<file path="src/rtl/kvf_pkg.sv">
`default_nettype none
// ----------------------------------------------------------------------------
// kvf_pkg
// Shared constants and types for the key-value get request filter.
// ----------------------------------------------------------------------------
package kvf_pkg;

	// configuration register indexes
	localparam logic [7:0] REG_SERVICE_PORT   = 8'd0;
	localparam logic [7:0] REG_VALUE_LEN_ZERO = 8'd1;
	localparam logic [7:0] REG_VALUE_LEN_ONE  = 8'd2;
	localparam logic [7:0] REG_MAX_RESP_LEN   = 8'd3;

	localparam logic [15:0] SERVICE_PORT_RST   = 16'd11211;
	localparam logic [13:0] VALUE_LEN_ZERO_RST = 14'd1100;
	localparam logic [13:0] VALUE_LEN_ONE_RST  = 14'd1000;
	localparam logic [15:0] MAX_RESP_LEN_RST   = 16'd1500;

	// byte positions inside the request frame
	localparam logic [15:0] POS_ETHERTYPE = 16'd13;
	localparam logic [15:0] POS_IHL       = 16'd14;
	localparam logic [15:0] POS_PROTOCOL  = 16'd23;
	localparam logic [15:0] POS_SRC_FIRST = 16'd26;
	localparam logic [15:0] POS_SRC_LAST  = 16'd29;
	localparam logic [15:0] POS_DST_FIRST = 16'd30;
	localparam logic [15:0] POS_DST_LAST  = 16'd33;
	localparam logic [15:0] POS_UDP_DPORT = 16'd37;
	localparam logic [15:0] POS_DGRAM_CNT = 16'd47;
	localparam logic [15:0] POS_CMD_G     = 16'd50;
	localparam logic [15:0] POS_CMD_E     = 16'd51;
	localparam logic [15:0] POS_CMD_T     = 16'd52;
	localparam logic [15:0] POS_CMD_SP    = 16'd53;
	localparam logic [15:0] KEY_START     = 16'd54;
	localparam logic [15:0] POS_MAX       = 16'hFFFF;

	localparam logic [15:0] ETHERTYPE_IPV4 = 16'h0800;
	localparam logic [3:0]  IHL_PLAIN      = 4'd5;
	localparam logic [7:0]  PROTO_UDP      = 8'd17;
	localparam logic [15:0] DGRAM_COUNT    = 16'd1;

	localparam logic [7:0] CHAR_G     = 8'h67;
	localparam logic [7:0] CHAR_E     = 8'h65;
	localparam logic [7:0] CHAR_T     = 8'h74;
	localparam logic [7:0] CHAR_SPACE = 8'h20;
	localparam logic [7:0] CHAR_CR    = 8'h0D;
	localparam logic [7:0] CHAR_TAB   = 8'h09;
	localparam logic [7:0] CHAR_FF    = 8'h0C;
	localparam logic [7:0] CHAR_PLUS  = 8'h2B;
	localparam logic [7:0] CHAR_MINUS = 8'h2D;
	localparam logic [7:0] CHAR_ZERO  = 8'h30;
	localparam logic [7:0] CHAR_NINE  = 8'h39;

	localparam logic [7:0] MAX_KEY_BYTES = 8'd255;

	// key number class
	localparam logic [1:0] CLASS_NONE  = 2'd0;
	localparam logic [1:0] CLASS_ZERO  = 2'd1;
	localparam logic [1:0] CLASS_ONE   = 2'd2;
	localparam logic [1:0] CLASS_OTHER = 2'd3;

	// key sign phase
	localparam logic [1:0] PHASE_START = 2'd0;
	localparam logic [1:0] PHASE_POS   = 2'd1;
	localparam logic [1:0] PHASE_NEG   = 2'd2;
	localparam logic [1:0] PHASE_DONE  = 2'd3;

	// response length offsets
	localparam logic [15:0] PAYLOAD_BASE  = 16'd14;
	localparam logic [15:0] IP_TOTAL_BASE = 16'd36;
	localparam logic [15:0] UDP_BASE      = 16'd16;
	localparam logic [15:0] RESP_BASE     = 16'd50;

	// fixed words of the response IPv4 header: version/ihl, ttl/protocol
	localparam logic [19:0] HDR_FIXED_SUM = 20'h04500 + 20'h04011;

	// what the frame tracker hands over at the end of a frame
	typedef struct packed {
		logic        hdr_ok;
		logic [1:0]  key_class;
		logic [7:0]  key_count;
		logic [31:0] src_addr;
		logic [31:0] dst_addr;
	} frame_sum_t;

endpackage : kvf_pkg
`default_nettype wire

</file>
<file path="src/rtl/kvf_frame_track.sv">
`default_nettype none
// ----------------------------------------------------------------------------
// kvf_frame_track
// Per-byte header checks, address capture and key parsing of a request frame.
// ----------------------------------------------------------------------------
module kvf_frame_track
	import kvf_pkg::*;
(
	input  wire logic        clk,
	input  wire logic        arst_n,
	input  wire logic        take,
	input  wire logic [7:0]  data_byte,
	input  wire logic        frame_end,
	input  wire logic [15:0] service_port,
	output frame_sum_t       frame_sum
);

	logic [15:0] pos_q, pos_n;
	logic        hv_q, hv_n;
	logic [31:0] src_q, src_n;
	logic [31:0] dst_q, dst_n;
	logic [15:0] shift_q, shift_n;
	logic [7:0]  count_q, count_n;
	logic        closed_q, closed_n;
	logic [1:0]  class_q, class_n;
	logic [1:0]  phase_q, phase_n;

	logic       in_key;
	logic       is_digit;
	logic       small_mag;
	logic [3:0] digit_val;
	logic [1:0] phase_d;

	always_comb begin
		shift_n   = {shift_q[7:0], data_byte};
		hv_n      = hv_q;
		src_n     = src_q;
		dst_n     = dst_q;
		count_n   = count_q;
		closed_n  = closed_q;
		class_n   = class_q;
		phase_n   = phase_q;
		is_digit  = (data_byte >= CHAR_ZERO) && (data_byte <= CHAR_NINE);
		digit_val = 4'(data_byte - CHAR_ZERO);
		small_mag = (class_q == CLASS_NONE) || (class_q == CLASS_ZERO);
		phase_d   = (phase_q == PHASE_START) ? PHASE_POS : phase_q;
		in_key    = (pos_q >= KEY_START) && !closed_q;

		case (pos_q)
			POS_ETHERTYPE: begin
				if (shift_n != ETHERTYPE_IPV4) hv_n = 1'b0;
			end
			POS_IHL: begin
				if (data_byte[3:0] != IHL_PLAIN) hv_n = 1'b0;
			end
			POS_PROTOCOL: begin
				if (data_byte != PROTO_UDP) hv_n = 1'b0;
			end
			POS_UDP_DPORT: begin
				if (shift_n != service_port) hv_n = 1'b0;
			end
			POS_DGRAM_CNT: begin
				if (shift_n != DGRAM_COUNT) hv_n = 1'b0;
			end
			POS_CMD_G: begin
				if (data_byte != CHAR_G) hv_n = 1'b0;
			end
			POS_CMD_E: begin
				if (data_byte != CHAR_E) hv_n = 1'b0;
			end
			POS_CMD_T: begin
				if (data_byte != CHAR_T) hv_n = 1'b0;
			end
			POS_CMD_SP: begin
				if (data_byte != CHAR_SPACE) hv_n = 1'b0;
			end
			default: begin
			end
		endcase

		if (pos_q >= POS_SRC_FIRST && pos_q <= POS_SRC_LAST) begin
			src_n = {src_q[23:0], data_byte};
		end else if (pos_q >= POS_DST_FIRST && pos_q <= POS_DST_LAST) begin
			dst_n = {dst_q[23:0], data_byte};
		end

		if (in_key) begin
			if (count_q >= MAX_KEY_BYTES || data_byte == CHAR_SPACE || data_byte == CHAR_CR) begin
				closed_n = 1'b1;
			end else begin
				count_n = count_q + 8'd1;
				// leading number of the key: only 0 or 1 is served
				if (phase_q != PHASE_DONE) begin
					if (is_digit) begin
						phase_n = phase_d;
						if (small_mag && digit_val == 4'd0) begin
							class_n = CLASS_ZERO;
						end else if (small_mag && digit_val == 4'd1 && phase_d == PHASE_POS) begin
							class_n = CLASS_ONE;
						end else begin
							class_n = CLASS_OTHER;
						end
					end else if (phase_q == PHASE_START) begin
						if (data_byte >= CHAR_TAB && data_byte <= CHAR_FF) begin
							phase_n = phase_q;
						end else if (data_byte == CHAR_PLUS) begin
							phase_n = PHASE_POS;
						end else if (data_byte == CHAR_MINUS) begin
							phase_n = PHASE_NEG;
						end else begin
							phase_n = PHASE_DONE;
						end
					end else begin
						phase_n = PHASE_DONE;
					end
				end
			end
		end

		pos_n = (pos_q == POS_MAX) ? pos_q : pos_q + 16'd1;

		frame_sum.hdr_ok    = hv_n && (pos_n >= KEY_START);
		frame_sum.key_class = class_n;
		frame_sum.key_count = count_n;
		frame_sum.src_addr  = src_n;
		frame_sum.dst_addr  = dst_n;
	end

	always_ff @(posedge clk or negedge arst_n) begin
		if (!arst_n) begin
			pos_q    <= '0;
			hv_q     <= 1'b1;
			src_q    <= '0;
			dst_q    <= '0;
			shift_q  <= '0;
			count_q  <= '0;
			closed_q <= 1'b0;
			class_q  <= CLASS_NONE;
			phase_q  <= PHASE_START;
		end else if (take) begin
			if (frame_end) begin
				pos_q    <= '0;
				hv_q     <= 1'b1;
				src_q    <= '0;
				dst_q    <= '0;
				shift_q  <= '0;
				count_q  <= '0;
				closed_q <= 1'b0;
				class_q  <= CLASS_NONE;
				phase_q  <= PHASE_START;
			end else begin
				pos_q    <= pos_n;
				hv_q     <= hv_n;
				src_q    <= src_n;
				dst_q    <= dst_n;
				shift_q  <= shift_n;
				count_q  <= count_n;
				closed_q <= closed_n;
				class_q  <= class_n;
				phase_q  <= phase_n;
			end
		end
	end

endmodule : kvf_frame_track
`default_nettype wire

</file>
<file path="src/rtl/kvf_resp_calc.sv">
`default_nettype none
// ----------------------------------------------------------------------------
// kvf_resp_calc
// Three-stage pipeline from the frame summary to the response lengths,
// IPv4 header checksum and verdict, with stall back-pressure.
// ----------------------------------------------------------------------------
module kvf_resp_calc
	import kvf_pkg::*;
(
	input  wire logic        clk,
	input  wire logic        arst_n,
	input  wire logic        sum_valid,
	input  wire frame_sum_t  frame_sum,
	output logic             sum_stall,
	input  wire logic [13:0] value_len_key_zero,
	input  wire logic [13:0] value_len_key_one,
	input  wire logic [15:0] max_response_len,
	output logic             out_valid,
	input  wire logic        out_stall,
	output logic             verdict,
	output logic             key_choice,
	output logic [7:0]       key_length,
	output logic [15:0]      payload_len,
	output logic [15:0]      ip_total_len,
	output logic [15:0]      udp_len,
	output logic [15:0]      response_len,
	output logic [15:0]      ip_header_checksum
);

	logic adv_out, adv_s2, adv_s1;

	// stage 1: frame summary
	logic       v_s1;
	frame_sum_t sum_s1;

	// stage 2: value length chosen, payload length and address sum
	logic        v_s2;
	logic        ok_s2;
	logic        key_s2;
	logic [7:0]  count_s2;
	logic [15:0] payload_s2;
	logic [17:0] addr_sum_s2;

	logic        class_ok;
	logic        key_sel;
	logic [13:0] vlen;
	logic [2:0]  vdigits;
	logic [15:0] payload_c;
	logic [17:0] addr_sum_c;

	logic [15:0] resp_c;
	logic [15:0] tot_c;
	logic [19:0] csum_raw;
	logic [16:0] csum_f1;
	logic [16:0] csum_f2;
	logic        ok_c;

	assign adv_out   = !out_valid || !out_stall;
	assign adv_s2    = !v_s2 || adv_out;
	assign adv_s1    = !v_s1 || adv_s2;
	assign sum_stall = !adv_s1;

	always_comb begin
		class_ok = (sum_s1.key_class == CLASS_ZERO) || (sum_s1.key_class == CLASS_ONE);
		key_sel  = (sum_s1.key_class == CLASS_ONE);
		if (sum_s1.key_class == CLASS_ZERO) begin
			vlen = value_len_key_zero;
		end else if (sum_s1.key_class == CLASS_ONE) begin
			vlen = value_len_key_one;
		end else begin
			vlen = '0;
		end
		if (vlen < 14'd10) begin
			vdigits = 3'd1;
		end else if (vlen < 14'd100) begin
			vdigits = 3'd2;
		end else if (vlen < 14'd1000) begin
			vdigits = 3'd3;
		end else if (vlen < 14'd10000) begin
			vdigits = 3'd4;
		end else begin
			vdigits = 3'd5;
		end
		payload_c = PAYLOAD_BASE + {13'd0, vdigits} + {8'd0, sum_s1.key_count} + {2'd0, vlen};
		addr_sum_c = {2'd0, sum_s1.src_addr[31:16]} + {2'd0, sum_s1.src_addr[15:0]}
			+ {2'd0, sum_s1.dst_addr[31:16]} + {2'd0, sum_s1.dst_addr[15:0]};
	end

	always_comb begin
		resp_c   = RESP_BASE + payload_s2;
		tot_c    = IP_TOTAL_BASE + payload_s2;
		ok_c     = ok_s2 && (resp_c <= max_response_len);
		csum_raw = HDR_FIXED_SUM + {4'd0, tot_c} + {2'd0, addr_sum_s2};
		// end-around carry, twice
		csum_f1  = {1'b0, csum_raw[15:0]} + {13'd0, csum_raw[19:16]};
		csum_f2  = {1'b0, csum_f1[15:0]} + {16'd0, csum_f1[16]};
	end

	always_ff @(posedge clk or negedge arst_n) begin
		if (!arst_n) begin
			v_s1      <= 1'b0;
			v_s2      <= 1'b0;
			out_valid <= 1'b0;
		end else begin
			if (adv_s1) v_s1 <= sum_valid;
			if (adv_s2) v_s2 <= v_s1;
			if (adv_out) out_valid <= v_s2;
		end
	end

	always_ff @(posedge clk) begin
		if (adv_s1 && sum_valid) begin
			sum_s1 <= frame_sum;
		end
		if (adv_s2 && v_s1) begin
			ok_s2       <= sum_s1.hdr_ok && class_ok;
			key_s2      <= key_sel;
			count_s2    <= sum_s1.key_count;
			payload_s2  <= payload_c;
			addr_sum_s2 <= addr_sum_c;
		end
		if (adv_out && v_s2) begin
			// a dropped request reports all fields as zero
			verdict            <= ok_c;
			key_choice         <= ok_c & key_s2;
			key_length         <= ok_c ? count_s2 : 8'd0;
			payload_len        <= ok_c ? payload_s2 : 16'd0;
			ip_total_len       <= ok_c ? tot_c : 16'd0;
			udp_len            <= ok_c ? UDP_BASE + payload_s2 : 16'd0;
			response_len       <= ok_c ? resp_c : 16'd0;
			ip_header_checksum <= ok_c ? ~csum_f2[15:0] : 16'd0;
		end
	end

endmodule : kvf_resp_calc
`default_nettype wire

</file>
<file path="src/rtl/kv_udp_get_request_filter_core.sv">
`default_nettype none
// ----------------------------------------------------------------------------
// kv_udp_get_request_filter_core
// Filters UDP key-value get requests and computes the response lengths.
// ----------------------------------------------------------------------------
// one request byte accepted per cycle while in_stall is low; each frame's
// verdict passes stage 1, stage 2 and the output register; one per frame
// the result side holds up to three pending verdicts before stalling input
// reset clears frame state and loads the default configuration
// ----------------------------------------------------------------------------
module kv_udp_get_request_filter_core
	import kvf_pkg::*;
(
	input  wire logic        clk,
	input  wire logic        arst_n,
	input  wire logic        in_valid,
	output logic             in_stall,
	input  wire logic [7:0]  data_byte,
	input  wire logic        frame_end,
	input  wire logic        cfg_valid,
	output logic             cfg_ready,
	input  wire logic [7:0]  cfg_index,
	input  wire logic [15:0] cfg_data,
	output logic             out_valid,
	input  wire logic        out_stall,
	output logic             verdict,
	output logic             key_choice,
	output logic [7:0]       key_length,
	output logic [15:0]      payload_len,
	output logic [15:0]      ip_total_len,
	output logic [15:0]      udp_len,
	output logic [15:0]      response_len,
	output logic [15:0]      ip_header_checksum
);

	logic [15:0] service_port_q;
	logic [13:0] value_len_zero_q;
	logic [13:0] value_len_one_q;
	logic [15:0] max_resp_len_q;

	logic       take;
	logic       sum_stall;
	frame_sum_t frame_sum;

	assign cfg_ready = 1'b1;
	assign in_stall  = sum_stall;
	assign take      = in_valid && !sum_stall;

	always_ff @(posedge clk or negedge arst_n) begin
		if (!arst_n) begin
			service_port_q   <= SERVICE_PORT_RST;
			value_len_zero_q <= VALUE_LEN_ZERO_RST;
			value_len_one_q  <= VALUE_LEN_ONE_RST;
			max_resp_len_q   <= MAX_RESP_LEN_RST;
		end else if (cfg_valid && cfg_ready) begin
			case (cfg_index)
				REG_SERVICE_PORT:   service_port_q   <= cfg_data;
				REG_VALUE_LEN_ZERO: value_len_zero_q <= cfg_data[13:0];
				REG_VALUE_LEN_ONE:  value_len_one_q  <= cfg_data[13:0];
				REG_MAX_RESP_LEN:   max_resp_len_q   <= cfg_data;
				default: begin
				end
			endcase
		end
	end

	kvf_frame_track u_track (
		.clk          (clk),
		.arst_n       (arst_n),
		.take         (take),
		.data_byte    (data_byte),
		.frame_end    (frame_end),
		.service_port (service_port_q),
		.frame_sum    (frame_sum)
	);

	kvf_resp_calc u_calc (
		.clk                (clk),
		.arst_n             (arst_n),
		.sum_valid          (take && frame_end),
		.frame_sum          (frame_sum),
		.sum_stall          (sum_stall),
		.value_len_key_zero (value_len_zero_q),
		.value_len_key_one  (value_len_one_q),
		.max_response_len   (max_resp_len_q),
		.out_valid          (out_valid),
		.out_stall          (out_stall),
		.verdict            (verdict),
		.key_choice         (key_choice),
		.key_length         (key_length),
		.payload_len        (payload_len),
		.ip_total_len       (ip_total_len),
		.udp_len            (udp_len),
		.response_len       (response_len),
		.ip_header_checksum (ip_header_checksum)
	);

endmodule : kv_udp_get_request_filter_core
`default_nettype wire
</file>
<file path="config.mk">
export PLATFORM = sky130hd
export DESIGN_NAME = kv_udp_get_request_filter_core
export DESIGN_NICKNAME = d
export VERILOG_FILES = /design/src/rtl/kvf_pkg.sv /design/src/rtl/kvf_frame_track.sv /design/src/rtl/kvf_resp_calc.sv /design/src/rtl/kv_udp_get_request_filter_core.sv
export SDC_FILE = /design/constraint.sdc
export NUM_CORES = 1
export LEC_CHECK = 0
export ABC_CLOCK_PERIOD_IN_PS = 9600
export BUFFER_PORTS_ARGS = -buffer_cell sky130_fd_sc_hd__buf_2
export CAP_MARGIN = 20
export CORE_MARGIN = 10
export CORE_UTILIZATION = 27
export CTS_BUF_LIST = sky130_fd_sc_hd__clkbuf_2
export CTS_CLUSTER_DIAMETER = 120
export DETAILED_ROUTE_END_ITERATION = 12
export GPL_TIMING_DRIVEN = 0
export PLACE_DENSITY = 0.42
export SLEW_MARGIN = 20
export SYNTH_ARGS = -nofsm -noshare
export SYNTH_HDL_FRONTEND = slang
export SYNTH_SLANG_ARGS = --single-unit
</file>
<file path="constraint.sdc">
create_clock -name clk -period 9.6 [get_ports clk]
set_input_delay 1.44 -clock clk [delete_from_list [all_inputs] [get_ports clk]]
set_output_delay 1.44 -clock clk [all_outputs]
set_load 0.05 [all_outputs]
</file>
# Word level (Yosys, flattened, before mapping)

Cells that the tools add are included.

Bitwise operators: 2
Equal/unequal tests: 34
Muxes and demuxes: 48
Reductions and logical operators: 42
$lt $le $gt $ge: 16
Add/sub/neg operators: 16

Operator list:

| kind                     | count |
|---|---|
| $mux W32                 | 5 |
| $eq A16 B6 Y1 const B    | 6 |
| $add A18 B16 Y18         | 2 |
| $add A6 B16 Y16 const A  | 2 |
| $eq A16 B4 Y1 const B    | 2 |
| $ge A16 B5 Y1 const B    | 2 |
| $ge A16 B6 Y1 const B    | 2 |
| $mux W16                 | 2 |
| $mux W8                  | 4 |
| $mux W2                  | 15 |
| $mux W14                 | 2 |
| $eq A8 B6 Y1 const B     | 3 |
| $ne A8 B7 Y1 const B     | 3 |
| $add A20 B18 Y20         | 1 |
| $add A16 B16 Y17         | 1 |
| $add A16 B16 Y17 const A | 1 |
| $add A16 B4 Y17          | 1 |
| $add A16 B1 Y16          | 1 |
| $add A16 B1 Y16 const B  | 1 |
| $add A16 B14 Y16         | 1 |
| $add A16 B8 Y16          | 1 |
| $add A5 B16 Y16 const A  | 1 |
| $eq A16 B16 Y1 const B   | 1 |
| $eq A16 B5 Y1 const B    | 1 |
| 43 further kinds         | 97 |

Output and inout port bits: 93
Register bits: 374
Input port bits: 38
Word-level logic and storage cells: 192

# Longest topological paths before layout

Gate-level depths: netlist of the first run.

Depth after elaboration: 11
Depth in mapped cells: 35
Depth with buffers taken out: 33

# Cells and area by module

A second synthesis of the first run with hierarchy kept.

Cell total of the unflattened synthesis: 1822
Area total of the unflattened synthesis: 21147.8 um2

By module, submodules not included:

| module                         | cells an instance | times used | area an instance (um2) | seq. area each (um2) |
|---|---|---|---|---|
| kvf_resp_calc                  | 1093              | 1          | 12223.0                | 6080.8 |
| kvf_frame_track                | 594               | 1          | 6453.7                 | 2553.7 |
| kv_udp_get_request_filter_core | 135               | 1          | 2471.1                 | 1534.0 |

# Least setup slack after synthesis of the first run

No wires, ideal clock.

Path type: input port to flip-flop
Start: in out_stall
End: reg u_calc.ip_header_checksum[0] (enable)
Setup time: 648 ps
Stages: 1
Required time: 8952 ps
Setup slack: 1585 ps
Path buffers: 0
Arrival time: 7367 ps
Cell sequence: a21boi_0

Cells in the longest elaborated chain, start to end: 3

Ends and longest elaborated chain:

| what                 | line                                 | source |
|---|---|---|
| start, declared      | kv_udp_get_request_filter_core.sv:25 | `input wire logic out_stall,` |
| $logic_not A1 Y1     | kvf_resp_calc.sv:58                  | `assign adv_out = !out_valid \|\| !out_stall;` |
| $logic_or A1 B1 Y1   | kvf_resp_calc.sv:58                  |  |
| $logic_and A1 B1 Y1  | kvf_resp_calc.sv:122                 | `if (adv_out && v_s2) begin` |
| end signal, assigned | kvf_resp_calc.sv:131                 | `ip_header_checksum <= ok_c ? ~csum_f2[15:0] : 16'd0;` |
| end, declared        | kvf_resp_calc.sv:27                  | `output logic [15:0] ip_header_checksum` |

No other way between the ends.
A chain may end at the register's enable or synchronous reset.

# Final worst setup path of the first run

Start: reg u_calc.payload_s2[5]
End: reg u_calc.ip_header_checksum[15], data pin

Cells in the longest elaborated chain, start to end: 6
Elaborated cells between the ends (all ways): 9
Those cells by class: 6 x add/sub; 1 x order compare; 1 x bitwise; 1 x reduce/logical

Ends and longest elaborated chain:

| what                   | line                 | source |
|---|---|---|
| start, declared        | kvf_resp_calc.sv:41  | `logic [15:0] payload_s2;` |
| start signal, assigned | kvf_resp_calc.sv:119 | `payload_s2 <= payload_c;` |
| $add A6 B16 Y16        | kvf_resp_calc.sv:91  | `tot_c = IP_TOTAL_BASE + payload_s2;` |
| $add A16 B16 Y17       | kvf_resp_calc.sv:93  | `csum_raw = HDR_FIXED_SUM + {4'd0, tot_c} + {2'd0, addr_sum_s2};` |
| $add A20 B18 Y20       | kvf_resp_calc.sv:93  |  |
| $add A16 B4 Y17        | kvf_resp_calc.sv:95  | `csum_f1 = {1'b0, csum_raw[15:0]} + {13'd0, csum_raw[19:16]};` |
| $add A16 B1 Y16        | kvf_resp_calc.sv:96  | `csum_f2 = {1'b0, csum_f1[15:0]} + {16'd0, csum_f1[16]};` |
| $not A16 Y16           | kvf_resp_calc.sv:131 |  |

Several ways; a longest one is shown, not always the timed one.

==> results.json, run 1 <==
{
  "status": "finished, final reports clean",
  "post-cts-setup-buffer-count": 0,
  "cts_sinks": 365,
  "post-synth-top-area-cell": "edfxtp_1",
  "finalSetupViolCount": 0,
  "netlist_top_cells_count": "edfxtp_1, inv_1, dfrtp_1",
  "min_period_ps": 8895,
  "crit_slowest_cell": "edfxtp_1",
  "num_io_pins": 131,
  "synth.avg_cell_area_sq_um": 11.30,
  "clk_latency_ps": 1120,
  "htree_levels": 3,
  "setup_tns_ps": 0,
  "worstPathMaxFanout": 10,
  "dr.pass1.iters": 7,
  "ys.flop_type": "edfxtp_1",
  "overflow": 0,
  "yosysMostFrequentCell": "edfxtp_1",
  "clk_pin_slew_ps": 110,
  "crit_top_cell": "ha_1",
  "root_buffer": "clkbuf_2",
  "power.density_nw_per_um2": 207.1,
  "die_area_sq_um": 87000,
  "cts_max_path_buffers": 3,
  "hpwl_mm": 42.16,
  "core_sq_um": 74700,
  "critPathKind": "register to register",
  "p_leak_nw": 10.18,
  "drv_slew": 0,
  "drc": 0,
  "achievable-frequency_mhz": 112.4,
  "netlist_instances": 1806,
  "synth_edf_count": 200,
  "end_kind": "register",
  "synth_cell_type_count": 83,
  "hold-worst-slack_ps": 340.0,
  "grt_pass1_wl_mm": 86.56,
  "grt_pass1_vias": 14717,
  "port_buffers": 126,
  "grt_usage_pct": 12.70,
  "drive_above_1_share_pct": 23.44,
  "rows": 100,
  "die_h_microns": 295.0,
  "tightest_slew_ps": 991.6,
  "synth_top_cell_area_share_pct": 29.42,
  "syn-num-nets": 1970,
  "min_path_type": "input pin to async pin",
  "synth.area.top_cells": "edfxtp_1, dfrtp_1, mux2_2",
  "gp_congestion": 0.8302,
  "crit_required_ps": 10440,
  "cts_buffers": 101,
  "avgRoutedWirePerCell_microns": 18.21,
  "async_flop_share_pct": 45.21,
  "finalCritPeriodShare_pct": 92.66,
  "crit_path_max_incr_delay_ps": 560,
  "synth_area_sq_um": 20410,
  "skew_ps": 115.2,
  "cp_data_arrival_time_ps": 9730,
  "layout.nets": 2206,
  "antenna_found_initial": 1,
  "cts_tree": "built",
  "grt_max_degree": 88,
  "vias_per_cell": 4.627,
  "start_util_pct": 27.33,
  "vias": 14322,
  "yosys_warnings": 0,
  "rsz0062_at_grt": "false",
  "synth_seq_cells": 365,
  "drt_first_iter_violations": 726,
  "seq_area_frac_synth_pct": 49.81,
  "hold_buffers": 0,
  "hold_viol": 0,
  "drv_cap": 0,
  "finalWirelength_mm": 56.36,
  "ir_worst_vdd_mv": 0.1009,
  "antenna_left": 0,
  "relSlewSlack_pct": 33.75,
  "die_width_microns": 295.0,
  "startpoint_type": "register",
  "syn_to_final_growth_pct": 15.07
}
## area by class of cell
type                    instances  area (sq um)
diodes                          1         2.502
plain buffers                  89         391.6
clock buffers                 148         740.7
clock inverters                38         239.0
fillers                      7673         51210
inverters                     144         543.0
multi-input cells            1207          9339
flip-flops and latches        365         10170
well taps                     969          1212
repair buffers                134         853.3
## per-layer routing
layer  wire (microns)  vias up  global-route usage [%]
met1            26860     6930                   17.13
met2            25490      317                   20.12
met3             2777       88                   2.520
li1                 -     6987                       -
met4             1233        0                   4.231
met5                0        -                       0
## layout by cell type, fill, tap and decap left out, drive strengths merged, types with 53 or more instances in the layout
| cell type | synthesis | final |
|---|---|---|
| nor2 | 118 | 118 |
| o21ai | 53 | 53 |
| ha | 100 | 100 |
| xnor2 | 81 | 81 |
| edfxtp | 200 | 200 |
| inv | 144 | 145 |
| a21oi | 73 | 73 |
| xor2 | 63 | 63 |
| buf | 21 | 155 |
| a22o | 73 | 73 |
| mux2 | 127 | 127 |
| clkbuf | 69 | 216 |
| nand2 | 101 | 101 |
| dfrtp | 138 | 138 |
## worst paths after layout
kind	from	endpoint	slack (ps)	cells past startpoint
worst max-delay path	u_calc.payload_s2[5]	u_calc.ip_header_checksum[15]	710	34
worst min-delay path	arst_n	service_port_q[2]	340	1
worst max register to register	u_calc.payload_s2[5]	u_calc.ip_header_checksum[15]	710	34
worst min register to register	u_calc.sum_s1[64]	u_calc.count_s2[0]	460	0
max in group asynchronous	arst_n	u_track.pos_q[8]	8310	2
min in group clk	u_calc.sum_s1[64]	u_calc.count_s2[0]	460	0
## critical path: cells and delay by family, from the launching register on
kind,cells,cell delay (ps)
AOI/OAI and AO/OA,12,2910
xor gates and xnor gates,2,380
adders and majority gates,5,1370
buffers and inverters,4,590
DFF,1,560
muxes,1,130
and+or+nand+nor,10,2780
## registers in the layout, summed over array words and instances, names as in the netlist, 2 cells and up
name and flops:
u_calc.sum_s1 75, u_track.dst_q 32, u_track.src_q 32, u_calc.addr_sum_s2 18, max_resp_len_q 16, service_port_q 16
u_calc.ip_header_checksum 16, u_calc.response_len 16, u_track.pos_q 16, u_calc.payload_s2 15, u_calc.udp_len 15, u_calc.ip_total_len 14
value_len_one_q 14, value_len_zero_q 14, u_calc.payload_len 11, u_calc.count_s2 8, u_calc.key_length 8, u_track.count_q 8
u_track.shift_q 8, u_track.class_q 2, u_track.phase_q 2
## cell families (layout without fill, tap and decap cells)
group           after synthesis  in the layout  share of synthesized area (%)
simple gates                461            461                          11.49
flops                       365            365                          49.81
compound gates              336            336                          11.58
buf+inv                     234            553                          4.585
xor+xnor                    145            145                          6.325
mux                         137            137                          7.496
fa+ha+maj                   126            126                          8.679
other cells                   2              3                        0.03679
## where the power goes
part	total [W]	leakage [nW]	switching [W]	internal [W]
registers	0.00188	4.11	0.0000686	0.00181
logic	0.00179	5.34	0.00113	0.000661
clock network	0.00120	0.732	0.000698	0.000498
## metrics by stage
stage	instances	util, %	total power, W	instance area (sq um)	setup slack [ps]
detailed placement	2909	30.11	0.003708	22490	348.3
finish	3095	31.45	0.004864	23490	705.1
global placement	2901	29.80	0.003688	22260	-1490
global route	3095	31.45	0.005204	23490	68.69
CTS	3095	31.43	0.004943	23470	362.4
floorplan	1806	-	0.003246	20410	1585
## repair_timing
action	CTS	global route
setup endpoints to repair	0	2
gates resized for setup	0	1
endpoints found under the hold margin	0	0
Power figures use the tool's default switching activity.
==> run 2, diff against run 1 <==
Settings changed: CELL_PAD_IN_SITES_DETAIL_PLACEMENT from default to 1, CELL_PAD_IN_SITES_GLOBAL_PLACEMENT from default to 2, CORE_MARGIN 10 to 3, PLACE_DENSITY 0.42 to 0.56, SYNTH_HIERARCHICAL from default to 1.
==> run 2 against run 1 <==
Combinational power fell by 22%. Sequential share of layout area fell by 1.3 points. Power fell by 9.8%. Flip-flop and latch count did not move. Via count rose by 2.7%.
==> results.json, run 2 <==
{
  "relSlewSlack_pct": 40.84,
  "place_ws_ps": 1167,
  "rsz0062_at_grt": "false",
  "setup_tns_ps": 0,
  "critPathKind": "register to register",
  "root_buffer": "clkbuf_2",
  "cts_sinks": 365,
  "crit_path_max_incr_delay_ps": 570,
  "tightest_slew_ps": 887.5,
  "synth_seq_cells": 365,
  "yosysMostFrequentCell": "edfxtp_1",
  "clk_latency_ps": 1120,
  "status": "finished, final reports clean",
  "synth_cell_type_count": 109,
  "vias": 14714,
  "crit_slowest_cell": "nor4_1",
  "top_register": "u_calc/sum_s1",
  "skew_ps": 104.0,
  "ys.flop_type": "edfxtp_1",
  "gp_congestion": 0.7774,
  "syn_to_final_growth_pct": 14.60,
  "drive_above_1_share_pct": 25.79,
  "multi_input_area_sq_um": 9842,
  "drv_slew": 0,
  "mostFrequentLayoutCells": "edfxtp_1, clkbuf_2, inv_1",
  "cts_tree": "built",
  "synth.area.top_cells": "edfxtp_1, dfrtp_1, ha_1",
  "die_area_sq_um": 81720,
  "post-cts-setup-buffer-count": 0,
  "netlist_top_cells_count": "edfxtp_1, inv_1, dfrtp_1",
  "cp_data_arrival_time_ps": 9090,
  "netlist_instances": 1822,
  "largest_reg_flops": 75,
  "drv_cap": 0,
  "dr.pass1.iters": 4,
  "drc": 0,
  "finalWorstSetupSlack_ps": 1387,
  "final_area_sq_um": 24240,
  "placed_area_sq_um": 23290,
  "crit_top_cell": "ha_1",
  "min_period_ps": 8213,
  "post-synth-top-area-cell": "edfxtp_1",
  "synth_edf_count": 200,
  "reg_top3": "u_calc/sum_s1: 75 flops, u_track/dst_q: 32 flops, u_track/src_q: 32 flops",
  "finalWirelength_mm": 61.25,
  "achievable-frequency_mhz": 121.8,
  "hpwl_mm": 45.78,
  "worstPathMaxFanout": 10,
  "finalCritPeriodShare_pct": 85.55,
  "die_h_microns": 285.9,
  "power.density_nw_per_um2": 181.0,
  "synth_top_cell_area_share_pct": 28.40,
  "hold_viol": 0,
  "avgRoutedWirePerCell_microns": 19.26,
  "crit_family": "simple AND/OR/NAND/NOR gates",
  "clk_pin_slew_ps": 100,
  "vias_per_cell": 4.627,
  "min_path_type": "input pin to async pin",
  "antenna_found_initial": 1,
  "layout_commonest_cell": "edfxtp_1",
  "startpoint_type": "register",
  "grt_max_degree": 86,
  "antenna_left": 0,
  "final-seq-area_sq_um": 10170,
  "yosys_warnings": 6,
  "end_kind": "register",
  "cts-resized-gates": 0,
  "core_sq_um": 76710,
  "num_io_pins": 131,
  "ir_worst_vdd_mv": 0.05802,
  "port_buffers": 124,
  "die_width_microns": 285.9,
  "synth.avg_cell_area_sq_um": 11.61,
  "hold_buffers": 0,
  "finalSetupViolCount": 0,
  "cts_buffers": 103,
  "synth_area_sq_um": 21150,
  "hold-worst-slack_ps": 361.8,
  "rows": 101,
  "grt_pass1_vias": 15679,
  "grt_usage_pct": 14.84,
  "htree_levels": 3,
  "syn-num-nets": 1993,
  "fillers": 8629,
  "cts_max_path_buffers": 3,
  "start_util_pct": 27.57,
  "drt_first_iter_violations": 616,
  "seq_area_frac_synth_pct": 48.08,
  "crit_required_ps": 10480,
  "async_flop_share_pct": 45.21,
  "layout.nets": 2230,
  "p_leak_nw": 10.75,
  "crit_buf_inv": 4,
  "overflow": 0,
  "grt_pass1_wl_mm": 94.30
}
==> run 2: where the power goes <==
part | internal (W) | total, W | leakage [nW] | switching [W]
combinational | 0.000522 | 0.00140 | 5.93 | 0.000874
clock | 0.000440 | 0.00115 | 0.725 | 0.000711
sequential | 0.00178 | 0.00184 | 4.09 | 0.0000551
total | 0.00275 | 0.00439 | 10.8 | 0.00164
==> run 2: per-layer routing <==
metal / up-vias / wire length, microns / GRT usage (%)
met5: - / 0 / 0
met4: 0 / 1750 / 5.105
met3: 108 / 2032 / 2.653
met2: 253 / 27660 / 23.52
met1: 7294 / 29800 / 20.39
li1: 7059 / - / -
==> run 2: cell type report <==
class / count / area share (%)
sequential: 365 / 41.96
timing repair buffer: 132 / 3.449
clock inverter: 37 / 0.6505
tap: 1030 / 5.318
inverter: 148 / 2.292
antenna: 2 / 0.02065
buffer: 91 / 2.463
multi-input combinational: 1218 / 40.61
clock buffer: 157 / 3.242
==> run 2: worst register-to-register path, delay by kind of cell, from the launching register on <==
family | cells | cell delay [ps]
XOR/XNOR | 2 | 760
adder cells (fa/ha/maj) | 6 | 1640
flip-flops | 1 | 340
buffers and inverters | 4 | 850
AO/OA/AOI/OAI | 8 | 1310
AND/OR/NAND/NOR | 12 | 3160
==> run 2: kinds of logic after synthesis <==
group,synth area share [%]
other,0.03551
AND/OR/NAND/NOR,12.68
AO/OA/AOI/OAI,11.19
flip-flops,48.08
adder cells (fa/ha/maj),8.887
XOR/XNOR,5.260
buffers and inverters,5.449
multiplexers,8.413
==> run 2: path summary, 6_finish.rpt <==
kind | from | slack (ps) | cells past startpoint | to
setup / recovery | u_calc/payload_s2[6] | 1390 | 32 | u_calc/ip_header_checksum[14]
hold / removal | arst_n | 360 | 1 | u_track/pos_q[0]
setup reg to reg | u_calc/payload_s2[6] | 1390 | 32 | u_calc/ip_header_checksum[14]
hold reg to reg | u_calc/sum_s1[66] | 450 | 0 | u_calc/count_s2[2]
max in group asynchronous | arst_n | 8280 | 2 | u_track/src_q[19]
min in group clk | u_calc/sum_s1[66] | 450 | 0 | u_calc/count_s2[2]
==> run 2: stage by stage <==
step | total power [W] | cells | utilization [%]
3_3_place_gp | 0.003255 | 2976 | 30.06
2_1_floorplan | 0.002884 | 1822 | -
5_1_grt | 0.004720 | 3179 | 31.59
6_report | 0.004386 | 3180 | 31.60
3_5_place_dp | 0.003284 | 2984 | 30.36
4_1_cts | 0.004490 | 3178 | 31.59
